File: src/design/pli_pkg.sv
// Shared types and constants for the posting list intersection block.
// Used by pli_front, pli_back and the top level; depends on nothing.
package pli_pkg;

	localparam int DOC_W = 12;
	localparam int CNT_W = 8;
	localparam int MODE_W = 2;

	localparam logic [CNT_W-1:0] CNT_MAX = '1;

	// Input mode codes
	localparam logic [MODE_W-1:0] MODE_POST  = 2'd0;
	localparam logic [MODE_W-1:0] MODE_CLOSE = 2'd1;
	localparam logic [MODE_W-1:0] MODE_FETCH = 2'd2;

	// Queue between front and back
	localparam int QDEPTH = 4;
	localparam int QPW = 2;

	typedef enum logic [1:0] {
		OP_POST,
		OP_CLOSE,
		OP_FETCH
	} op_t;

	// Head of the queue as seen by the back end
	typedef struct packed {
		logic vld;
		op_t  op;
	} head_t;

endpackage

File: src/design/pli_front.sv
// Front end: takes input words, drops ignored ones, queues operations.
// Depends on pli_pkg.
module pli_front #(
	parameter int DOC_SLOTS = 4096,
	localparam int AW = $clog2(DOC_SLOTS)
) (
	input  logic                           clk,
	input  logic                           arst_n,
	input  logic                           in_valid,
	output logic                           in_ready,
	input  logic [pli_pkg::MODE_W-1:0]     mode,
	input  logic [pli_pkg::DOC_W-1:0]      doc_id,
	output pli_pkg::head_t                 head,
	output logic [AW-1:0]                  head_addr,
	input  logic                           head_pop
);

	pli_pkg::op_t      q_op_q   [pli_pkg::QDEPTH];
	logic [AW-1:0]     q_addr_q [pli_pkg::QDEPTH];
	logic [pli_pkg::QPW-1:0] wr_q, rd_q;
	logic [pli_pkg::QPW:0]   cnt_q;

	logic          keep;
	logic          push;
	logic          in_range;
	pli_pkg::op_t  op_in;

	assign in_ready = (cnt_q != (pli_pkg::QPW+1)'(pli_pkg::QDEPTH));
	assign in_range = (32'(doc_id) < 32'(DOC_SLOTS));

	// Classify: postings out of range and the unused mode are dropped
	always_comb begin
		unique case (mode)
			pli_pkg::MODE_POST: begin
				op_in = pli_pkg::OP_POST;
				keep  = in_range;
			end
			pli_pkg::MODE_CLOSE: begin
				op_in = pli_pkg::OP_CLOSE;
				keep  = 1'b1;
			end
			pli_pkg::MODE_FETCH: begin
				op_in = pli_pkg::OP_FETCH;
				keep  = 1'b1;
			end
			default: begin
				op_in = pli_pkg::OP_CLOSE;
				keep  = 1'b0;
			end
		endcase
	end

	assign push = in_valid && in_ready && keep;

	assign head.vld  = (cnt_q != '0);
	assign head.op   = q_op_q[rd_q];
	assign head_addr = q_addr_q[rd_q];

	always_ff @(posedge clk) begin
		if (push) begin
			q_op_q[wr_q]   <= op_in;
			q_addr_q[wr_q] <= AW'(doc_id);
		end
	end

	always_ff @(posedge clk or negedge arst_n) begin
		if (!arst_n) begin
			wr_q  <= '0;
			rd_q  <= '0;
			cnt_q <= '0;
		end else begin
			if (push)
				wr_q <= wr_q + 1'b1;
			if (head_pop)
				rd_q <= rd_q + 1'b1;
			cnt_q <= cnt_q + (pli_pkg::QPW+1)'(push) - (pli_pkg::QPW+1)'(head_pop);
		end
	end

endmodule

File: config.mk
export PLATFORM = sky130hd
export DESIGN_NAME = pli_front
export DESIGN_NICKNAME = d
export VERILOG_FILES = /design/src/design/pli_pkg.sv /design/src/design/pli_front.sv
export SDC_FILE = /design/constraint.sdc
export NUM_CORES = 1
export LEC_CHECK = 0
export BUFFER_PORTS_ARGS = -buffer_cell sky130_fd_sc_hd__buf_2
export CAP_MARGIN = 15
export CORE_AREA = 4 4 75 77
export CTS_CLUSTER_DIAMETER = 200
export DETAILED_ROUTE_END_ITERATION = 8
export DIE_AREA = 0 0 79 81
export GPL_TIMING_DRIVEN = 0
export HOLD_SLACK_MARGIN = 0.15
export PLACE_DENSITY_LB_ADDON = 0.25
export SYNTH_ARGS = -nofsm -noshare
export SYNTH_HDL_FRONTEND = slang
export SYNTH_SLANG_ARGS = --single-unit
export TNS_END_PERCENT = 20
File: constraint.sdc
create_clock -name clk -period 3.3 [get_ports clk]
set_clock_uncertainty 0.15 [all_clocks]
set_input_delay 0.165 -clock clk [delete_from_list [all_inputs] [get_ports clk]]
set_output_delay 0.165 -clock clk [all_outputs]
set_load 0.02 [all_outputs]
==> results of run 1 <==
registers in the layout, indices dropped and copies added, names as in the netlist:
register / flops
cnt_q: 3
q_addr_q: 48
q_op_q: 8
rd_q: 2
wr_q: 2
cell type report:
type                            instances  area (µm²)  share of cell area [%]
Buffer                                  5        30.0                   0.993
Clock buffer                           13         139                    4.59
Clock inverter                          2        8.76                   0.290
Inverter                                6        22.5                   0.745
Multi-Input combinational cell         37         534                    17.7
Sequential cell                        63        1860                    61.4
Tap cell                               70        87.6                    2.90
Timing Repair Buffer                   51         345                    11.4
cells in the final DEF, fill, tap and decap left out, drive strengths merged:
cell type	Yosys	layout
or3	1	1
dlygate4sd3	0	18
ha	6	6
and2	4	4
xor2	2	2
or3b	1	1
buf	4	37
mux2	1	1
inv	6	6
nor2b	1	1
xnor2	3	3
mux4	14	14
nand2	2	2
clkbuf	1	14
dfrtp	7	7
fa	1	1
edfxtp	56	56
clkinv	0	2
and3	1	1
cells by family after synthesis:
logic type | synth area share [%]
buffers and inverters | 2.15
adder cells (fa/ha/maj) | 3.89
XOR/XNOR | 1.79
AND/OR/NAND/NOR | 2.66
multiplexers | 13.5
flip-flops | 76.0
per-stage QoR:
stage               power, mW  std cells
global route             2.59        247
detailed placement       1.95        214
finish                   2.45        247
CTS                      2.49        247
global placement         1.91        214
floorplan                1.70        111
power by group through the flow:
stage          Clock, mW  Sequential (mW)  Combinational [mW]
2_1_floorplan          0             1.09               0.603
3_3_place_gp           0             1.11               0.802
3_5_place_dp           0             1.12               0.829
4_1_cts            0.536             1.11               0.846
5_1_grt            0.573             1.12               0.902
6_report           0.522             1.10               0.823
layer usage:
metal | wire length, µm | GRT usage (%) | share of wire (%) | up-vias
li1 | - | - | - | 560
met3 | 138 | 3.10 | 3.4 | 7
met5 | 0 | 0 | 0 | -
met1 | 1620 | 15.9 | 40 | 623
met4 | 69 | 8.76 | 1.7 | 0
met2 | 2250 | 26.9 | 55 | 25
worst max-delay path: stages, from the launching register on:
cell,delay (ns)
dfrtp_1,0.42
or3b_1,0.41
and3_1,0.19
buf_6,0.13
inv_1,0.05
ha_1,0.11
inv_1,0.04
ha_1,0.18
fa_1,0.38
xor2_1,0.16
xnor2_1,0.14
how the worst min path moves through the flow:
stage                     startpoint       end  cells past startpoint
after floorplan               arst_n  cnt_q[0]                      0
after global placement        arst_n   wr_q[0]                      1
after detailed placement      arst_n   wr_q[0]                      1
after CTS                    mode[1]   wr_q[0]                      5
after global routing         mode[1]   wr_q[0]                      5
final                        mode[1]   wr_q[0]                      5
repair_timing:
| action | in CTS | in global routing |
|---|---|---|
| hold buffers | 18 | 0 |
| endpoints found under the hold margin | 66 | 0 |
| setup buffers | 0 | 0 |
==> results.py, run 1 <==
metrics = {
    "floorplanning": {
        "pin_count": 34,
        "die_area_mm2": 0.00640,
        "initial_core_util_pct": 48.8,
        "die_w_um": 79,
        "dieHeight_um": 81,
        "num_rows": 26,
        "core_mm2": 0.00501,
    },
    "yosys": {
        "post-synth-top-count-cell": "edfxtp_1",
        "synth-edff-count": 56,
        "synth-main-ff-cell": "edfxtp_1",
        "synth_top_cell_by_area": "edfxtp_1",
        "ys_ff_latch": 63,
        "synthTopCellsByCount": "56 x edfxtp_1, 14 x mux4_2, 7 x dfrtp_1",
        "yosysSeqAreaShare_pct": 76.0,
        "syn_area_per_cell_um2": 22.0,
        "synth.top_cell.area_share_pct": 68.8,
        "synth_cell_type_count": 19,
        "netlist_area_mm2": 0.00244,
        "synth_fp_nets": 136,
        "synth.area.top_cells": "edfxtp_1 69%, mux4_2 13%, dfrtp_1 7.2%",
        "async_flop_share_pct": 11.1,
        "synth-warning-count": 0,
        "synthesis.instances": 111,
    },
    "critical_path": {
        "cp-start-kind": "flip-flop",
        "rr_worst_depth": 10,
        "setup.worst_path.end": "cnt_q[2]",
        "crit_fanout": 7,
        "timing.rr.end": "cnt_q[2]",
        "r2r_setup_slack_ns": 0.83,
        "worstSetupPathType": "flip-flop to flip-flop",
        "timing.rr.start": "cnt_q[1]",
        "worstPathRequired_ns": 3.36,
        "cp_data_arrival_time_ns": 2.52,
        "crit_start": "cnt_q[1]",
        "endpoint_kind": "flip-flop",
    },
    "power_and_ir_drop": {
        "p_leak_nw": 1.11,
        "power.share.switching_pct": 31.8,
        "p_int_mw": 1.67,
        "ir_drop_mv": 0.474,
        "pwr-share-seq_pct": 45.1,
        "netSwitchingPower_uw": 777,
        "p_comb_share_pct": 33.6,
        "powerDensity_mw_per_mm2": 809,
        "power_frac_clock_pct": 21.3,
    },
    "place": {
        "placed_area_mm2": 0.00270,
        "place.detailed.hpwl_um": 2710,
        "port_buffers": 33,
        "place_ws_ns": 0.837,
        "gp_congestion": 0.633,
    },
    "timing": {
        "slew-limit-headroom_pct": 51.4,
        "grt_setup_unrepaired": "false",
        "slew_viol_final": 0,
        "setup_slack_ns": 0.834,
        "finalCritPeriodShare_pct": 74.7,
        "final_hold_viol_count": 0,
        "finalSetupTns_ns": 0,
        "fmax_ghz": 0.406,
        "finalSetupViolations": 0,
        "tightestPinTransition_ns": 0.729,
        "holdWs_ns": 0.227,
        "finalCriticalPeriod_ns": 2.47,
    },
    "clocking": {
        "numCtsBuffers": 9,
        "cts_resized": 0,
        "cts_root_buf": "clkbuf_8",
        "cts_sinks": 63,
        "clockBufferDepth": 2,
        "clk_latency_ns": 0.32,
        "ctsHtreeMaxLevel": 3,
        "path_clk_slew_ns": 0.06,
        "cts_tree": "yes",
    },
    "finish": {
        "area_delta_synth_final_pct": 23.8,
        "fillCellCount": 407,
        "post-route-cell-area_mm2": 0.00302,
        "drive_above_1_share_pct": 37.3,
        "final_util_pct": 60.4,
        "antenna-diode-count": 0,
        "layout.nets": 198,
    },
    "detailed_routing": {
        "drtIter0Drc": 51,
        "vias": 1215,
        "drc": 0,
        "dr.pass1.iters": 3,
        "vias_per_cell": 4.92,
        "wl_um": 4090,
        "detail-route-antenna-nets": 0,
        "drt-wirelength-per-cell_um": 16.5,
    },
    "flow_run": {
        "drv_cap": 0,
    },
    "grt": {
        "grt_pass1_vias": 1378,
        "grtUsageTotal_pct": 14.8,
        "grt_max_degree": 15,
        "grt_pass1_wl_um": 6730,
        "overflow": 0,
        "antenna_found_initial": 0,
    },
    "worst_hold_path": {
        "hp-class": "input port to flip-flop",
    },
    "outcome": {
        "status": "completed",
    },
}
Power figures use the tool's default switching activity.
==> run 2, diff against run 1 <==
- ABC_AREA: default -> 1
- CORE_AREA: 4 4 75 77 -> 4 4 78 80
- DIE_AREA: 0 0 79 81 -> 0 0 82 84
- clock period: 3.3 -> 2.05 ns (I/O delays scaled with it)
==> results.py, run 2 <==
metrics = {
    "finish": {
        "fillCellCount": 443,
        "largest_reg_flops": 48,
        "area_delta_synth_final_pct": 25.9,
        "layout.nets": 309,
        "reg_top3": "q_addr_q (48), q_op_q (8), cnt_q (3)",
        "antenna-diode-count": 0,
        "max_flop_register": "q_addr_q",
        "drive_above_1_share_pct": 22.8,
        "stdcell_count": 361,
        "layout_commonest_cell": "edfxtp_1",
        "final_cell_mix": "56 x edfxtp_1, 40 x inv_1, 38 x buf_2, 38 x nand2_1, 20 x dlygate4sd3_1",
    },
    "flow_run": {
        "drv_cap": 0,
    },
    "grt": {
        "grt_pass1_vias": 1794,
        "grtUsageTotal_pct": 17.5,
        "grt_max_degree": 12,
        "grt_pass1_wl_um": 8760,
        "antenna_found_initial": 0,
        "overflow": 0,
    },
    "critical_path": {
        "timing.rr.end": "q_addr_q[3][2]",
        "crit_fanout": 8,
        "cp_slowest_cell": "nor2_1",
        "r2r_setup_slack_ns": 0.11,
        "worstPathRequired_ns": 1.95,
        "path_cells": "inv_2, nand3_2, nand2_4, nor2_1, buf_6",
        "cp-start-kind": "flip-flop",
        "worstSetupPathType": "flip-flop to flip-flop",
        "endpoint_kind": "flip-flop",
        "rr_worst_depth": 5,
        "timing.rr.start": "cnt_q[1]",
        "critPathMaxStageDelay_ns": 0.61,
        "cp_data_arrival_time_ns": 1.84,
    },
    "place": {
        "dp_cells": 324,
        "gp_congestion": 0.727,
        "place.detailed.hpwl_um": 3320,
        "port_buffers": 33,
    },
    "floorplanning": {
        "die_w_um": 82,
        "num_rows": 27,
        "initial_core_util_pct": 48.8,
        "pin_count": 34,
        "core_mm2": 0.00541,
        "die_area_mm2": 0.00689,
        "dieHeight_um": 84,
    },
    "yosys": {
        "synth-warning-count": 0,
        "async_flop_share_pct": 11.1,
        "synthesis.instances": 215,
        "synth-main-ff-cell": "edfxtp_1",
        "post-synth-top-count-cell": "edfxtp_1",
        "yosysSeqAreaShare_pct": 70.3,
        "synthTopCellsByCount": "56 x edfxtp_1, 41 x inv_1, 38 x nand2_1",
        "ys_ff_latch": 63,
        "synth.top_cell.area_share_pct": 63.7,
        "synth-edff-count": 56,
        "syn_area_per_cell_um2": 12.3,
        "synth_top_cell_by_area": "edfxtp_1",
        "synth_fp_nets": 240,
        "synth_cell_type_count": 20,
        "netlist_area_mm2": 0.00264,
        "synth.area.top_cells": "edfxtp_1 64%, dfrtp_1 6.6%, inv_1 5.8%",
    },
    "timing": {
        "holdWs_ns": 0.249,
        "finalSetupViolations": 0,
        "fmax_ghz": 0.516,
        "slew-limit-headroom_pct": 49.0,
        "finalCritPeriodShare_pct": 94.5,
        "finalCriticalPeriod_ns": 1.94,
        "slew_viol_final": 0,
        "final_hold_viol_count": 0,
        "finalSetupTns_ns": 0,
        "tightestPinTransition_ns": 0.762,
    },
    "detailed_routing": {
        "dr.pass1.iters": 4,
        "vias_per_cell": 4.82,
        "drtIter0Drc": 142,
        "detail-route-antenna-nets": 0,
        "drt-wirelength-per-cell_um": 14.2,
        "drc": 0,
        "wl_um": 5140,
        "vias": 1739,
    },
    "worst_hold_path": {
        "min_to": "q_addr_q[1][8]",
        "hold_path_depth": 5,
        "hp-class": "input port to flip-flop",
        "holdCritStartpoint": "in_valid",
    },
    "clocking": {
        "ctsHtreeMaxLevel": 3,
        "numCtsBuffers": 9,
        "clk_latency_ns": 0.33,
        "cts_tree": "yes",
        "clockBufferDepth": 2,
        "cts_root_buf": "clkbuf_8",
        "path_clk_slew_ns": 0.07,
        "cts_sinks": 63,
    },
    "power_and_ir_drop": {
        "p_leak_nw": 1.40,
        "powerDensity_mw_per_mm2": 1340,
        "ir_drop_mv": 0.717,
        "finalPower_mw": 4.44,
    },
    "outcome": {
        "status": "completed",
    },
}
run 2: changes by cell type in the layout (fill, tap and decap cells not counted), sizes merged, moves of 3 or more:
cell	previous run	this run
inv	6	41
o211ai	0	14
clkinvlp	0	3
and2	4	0
buf	37	47
mux4	14	0
nand2	2	39
clkbuf	14	10
nand3	0	4
a21oi	0	15
o21ai	0	14
nor2	0	5
run 2: how the worst max path moves through the flow:
stage | start | to | depth (start not counted)
3_5_place_dp | mode[0] | cnt_q[2] | 9
5_1_grt | cnt_q[1] | q_addr_q[3][6] | 5
6_report | cnt_q[1] | q_addr_q[3][2] | 5
2_1_floorplan | cnt_q[1] | cnt_q[2] | 9
4_1_cts | cnt_q[1] | cnt_q[2] | 9
3_3_place_gp | mode[0] | q_addr_q[1][2] | 4
run 2: kinds of logic after synthesis:
| kind of cell | share of synthesized area, % |
|---|---|
| flip-flops | 70.3 |
| AO/OA/AOI/OAI | 9.48 |
| XOR/XNOR | 0.664 |
| adder cells (fa/ha/maj) | 3.60 |
| AND/OR/NAND/NOR | 7.58 |
| buffers and inverters | 8.34 |
run 2: where the power goes:
| part | internal [mW] | total, mW | leakage (nW) | switching (mW) |
|---|---|---|---|---|
| clock | 0.424 | 0.891 | 0.0761 | 0.467 |
| sequential | 1.65 | 1.74 | 0.594 | 0.0875 |
| combinational | 0.641 | 1.81 | 0.732 | 1.17 |
run 2: metrics by stage:
step                area [µm²]  setup WS (ns)  utilization [%]
CTS                       3300         0.0252             61.0
global route              3320        -0.0173             61.5
finish                    3320          0.112             61.5
global placement          2900         -0.247             53.6
floorplan                 2640         0.0914                -
detailed placement        2930        -0.0185             54.3
run 2: repair_timing:
action                     4_1_cts  5_1_grt
setup endpoints to repair        0        9
hold endpoints to repair        68        0
setup buffers                    0        1
hold buffers                    20        0
resized for setup                0        4
run 2: per-layer routing:
layer	global-route usage, %	up-vias	share of wire, %
li1	-	861	-
met1	22.6	841	45
met2	27.0	27	49
met3	4.00	10	3.2
met4	9.06	0	2.5
met5	0	-	0
run 2: worst max-delay path: cells and delay by family (launching register included):
family | cells | cell delay (ns)
simple gates | 3 | 0.82
flops | 1 | 0.36
buf+inv | 2 | 0.31
run 2: layout make-up:
type,instances,area (µm²),area share (%)
Sequential cell,63,1860,55.9
Multi-Input combinational cell,101,583,17.5
Timing Repair Buffer,58,410,12.3
Inverter,41,154,4.63
Clock buffer,9,124,3.73
Tap cell,72,90.1,2.71
Buffer,10,66.3,1.99
Clock inverter,7,40.0,1.20
==> run 3, diff against run 2 <==
- RECOVER_POWER: default -> 50
==> results.py, run 3 (synthesized netlist as in run 2, its figures left out) <==
metrics = {
    "outcome": {
        "status": "completed",
    },
    "finish": {
        "drive_above_1_share_pct": 18.0,
        "final_cell_mix": "56 x edfxtp_1, 40 x inv_1, 38 x nand2_1, 24 x buf_2, 20 x dlygate4sd3_1",
        "area_delta_synth_final_pct": 25.3,
        "antenna-diode-count": 0,
        "max_flop_register": "q_addr_q",
        "final_util_pct": 61.2,
        "layout.nets": 309,
        "largest_reg_flops": 48,
        "reg_top3": "q_addr_q (48), q_op_q (8), cnt_q (3)",
        "layout_commonest_cell": "edfxtp_1",
    },
    "clocking": {
        "clockBufferDepth": 2,
        "numCtsBuffers": 9,
        "cts_sinks": 63,
        "ctsHtreeMaxLevel": 3,
        "clk_latency_ns": 0.34,
        "path_clk_slew_ns": 0.07,
        "cts_root_buf": "clkbuf_8",
        "cts_tree": "yes",
    },
    "timing": {
        "final_hold_viol_count": 0,
        "finalCriticalPeriod_ns": 1.93,
        "tightestPinTransition_ns": 0.757,
        "slew-limit-headroom_pct": 49.3,
        "slew_viol_final": 0,
        "fmax_ghz": 0.518,
        "finalSetupTns_ns": 0,
        "finalSetupViolations": 0,
        "setup_slack_ns": 0.120,
        "finalCritPeriodShare_pct": 94.2,
    },
    "grt": {
        "antenna_found_initial": 0,
        "grt_pass1_vias": 1794,
        "grtUsageTotal_pct": 17.5,
        "overflow": 0,
        "grt_max_degree": 12,
        "grt_pass1_wl_um": 8760,
    },
    "critical_path": {
        "worstPathRequired_ns": 1.95,
        "worstSetupPathType": "flip-flop to flip-flop",
        "endpoint_kind": "flip-flop",
        "timing.rr.start": "cnt_q[1]",
        "crit_fanout": 8,
        "cp_data_arrival_time_ns": 1.84,
        "cp-start-kind": "flip-flop",
        "crit_start": "cnt_q[1]",
    },
    "place": {
        "place_ws_ns": -0.0185,
        "place.detailed.hpwl_um": 3320,
        "port_buffers": 33,
        "gp_congestion": 0.727,
    },
    "floorplanning": {
        "die_w_um": 82,
        "num_rows": 27,
        "pin_count": 34,
        "initial_core_util_pct": 48.8,
        "die_area_mm2": 0.00689,
        "core_mm2": 0.00541,
        "dieHeight_um": 84,
    },
    "detailed_routing": {
        "drt-wirelength-per-cell_um": 14.2,
        "dr.pass1.iters": 4,
        "drtIter0Drc": 122,
        "wl_um": 5120,
        "vias": 1739,
        "detail-route-antenna-nets": 0,
        "vias_per_cell": 4.82,
        "drc": 0,
    },
    "worst_hold_path": {
        "hp-class": "input port to flip-flop",
        "holdCritStartpoint": "in_valid",
    },
    "power_and_ir_drop": {
        "ir_drop_mv": 0.719,
        "p_leak_nw": 1.36,
        "netSwitchingPower_mw": 1.73,
        "p_comb_share_pct": 40.5,
        "power.share.switching_pct": 38.9,
        "p_int_mw": 2.71,
        "powerDensity_mw_per_mm2": 1340,
        "power_frac_clock_pct": 20.2,
        "pwr-share-seq_pct": 39.2,
        "finalPower_mw": 4.44,
    },
    "flow_run": {
        "drv_cap": 0,
    },
}
-- run 3: power groups by stage --
| stage | combinational (mW) | sequential (mW) | clock, mW |
|---|---|---|---|
| after detailed placement | 1.76 | 1.77 | 0 |
| after floorplan | 1.19 | 1.74 | 0 |
| final | 1.80 | 1.74 | 0.898 |
| after global placement | 1.69 | 1.76 | 0 |
| after CTS | 1.81 | 1.74 | 0.919 |
| after global routing | 2.03 | 1.76 | 0.982 |
-- run 3: metal layers --
| metal | track usage [%] | wire, µm | vias to the layer above |
|---|---|---|---|
| li1 | - | - | 862 |
| met5 | 0 | 0 | - |
| met2 | 27.0 | 2530 | 27 |
| met1 | 22.6 | 2280 | 839 |
| met4 | 9.06 | 133 | 0 |
| met3 | 4.00 | 170 | 11 |
-- run 3: final cells by class --
| class | instances | area [µm²] |
|---|---|---|
| fillers | 454 | 2100 |
| flip-flops and latches | 63 | 1860 |
| multi-input cells | 101 | 583 |
| repair buffers | 58 | 394 |
| inverters | 41 | 154 |
| clock buffers | 9 | 124 |
| well taps | 72 | 90.1 |
| plain buffers | 10 | 65.1 |
| clock inverters | 7 | 40.0 |
-- run 3: repair_timing --
action,4_1_cts,5_1_grt
buffers inserted,0,1
hold buffers,20,0
setup endpoints to repair,0,9
hold endpoints to repair,68,0
gates resized for setup,0,4
-- run 3: worst paths after layout --
check	cells past startpoint	slack [ns]	to
setup / recovery	5	0.12	q_addr_q[3][7]
hold / removal	5	0.24	q_addr_q[1][8]
setup reg to reg	5	0.12	q_addr_q[3][7]
hold reg to reg	1	0.37	cnt_q[0]
max in group asynchronous	3	0.95	cnt_q[2]
min in group asynchronous	3	0.56	wr_q[0]
-- run 3: critical path, cell delays in order, from the launching register on --
cell,delay (ns)
dfrtp_1,0.36
inv_2,0.07
nand3_2,0.12
nand2_4,0.09
nor2_1,0.61
buf_6,0.24
-- run 3: through the flow --
| stage | std cells | cell area (µm²) | hold slack [ns] |
|---|---|---|---|
| final | 361 | 3310 | 0.244 |
| after global routing | 361 | 3310 | 0.268 |
| after CTS | 360 | 3300 | 0.233 |
| after detailed placement | 324 | 2930 | -0.208 |
| after global placement | 320 | 2900 | -0.206 |
| after floorplan | 215 | 2640 | -0.343 |
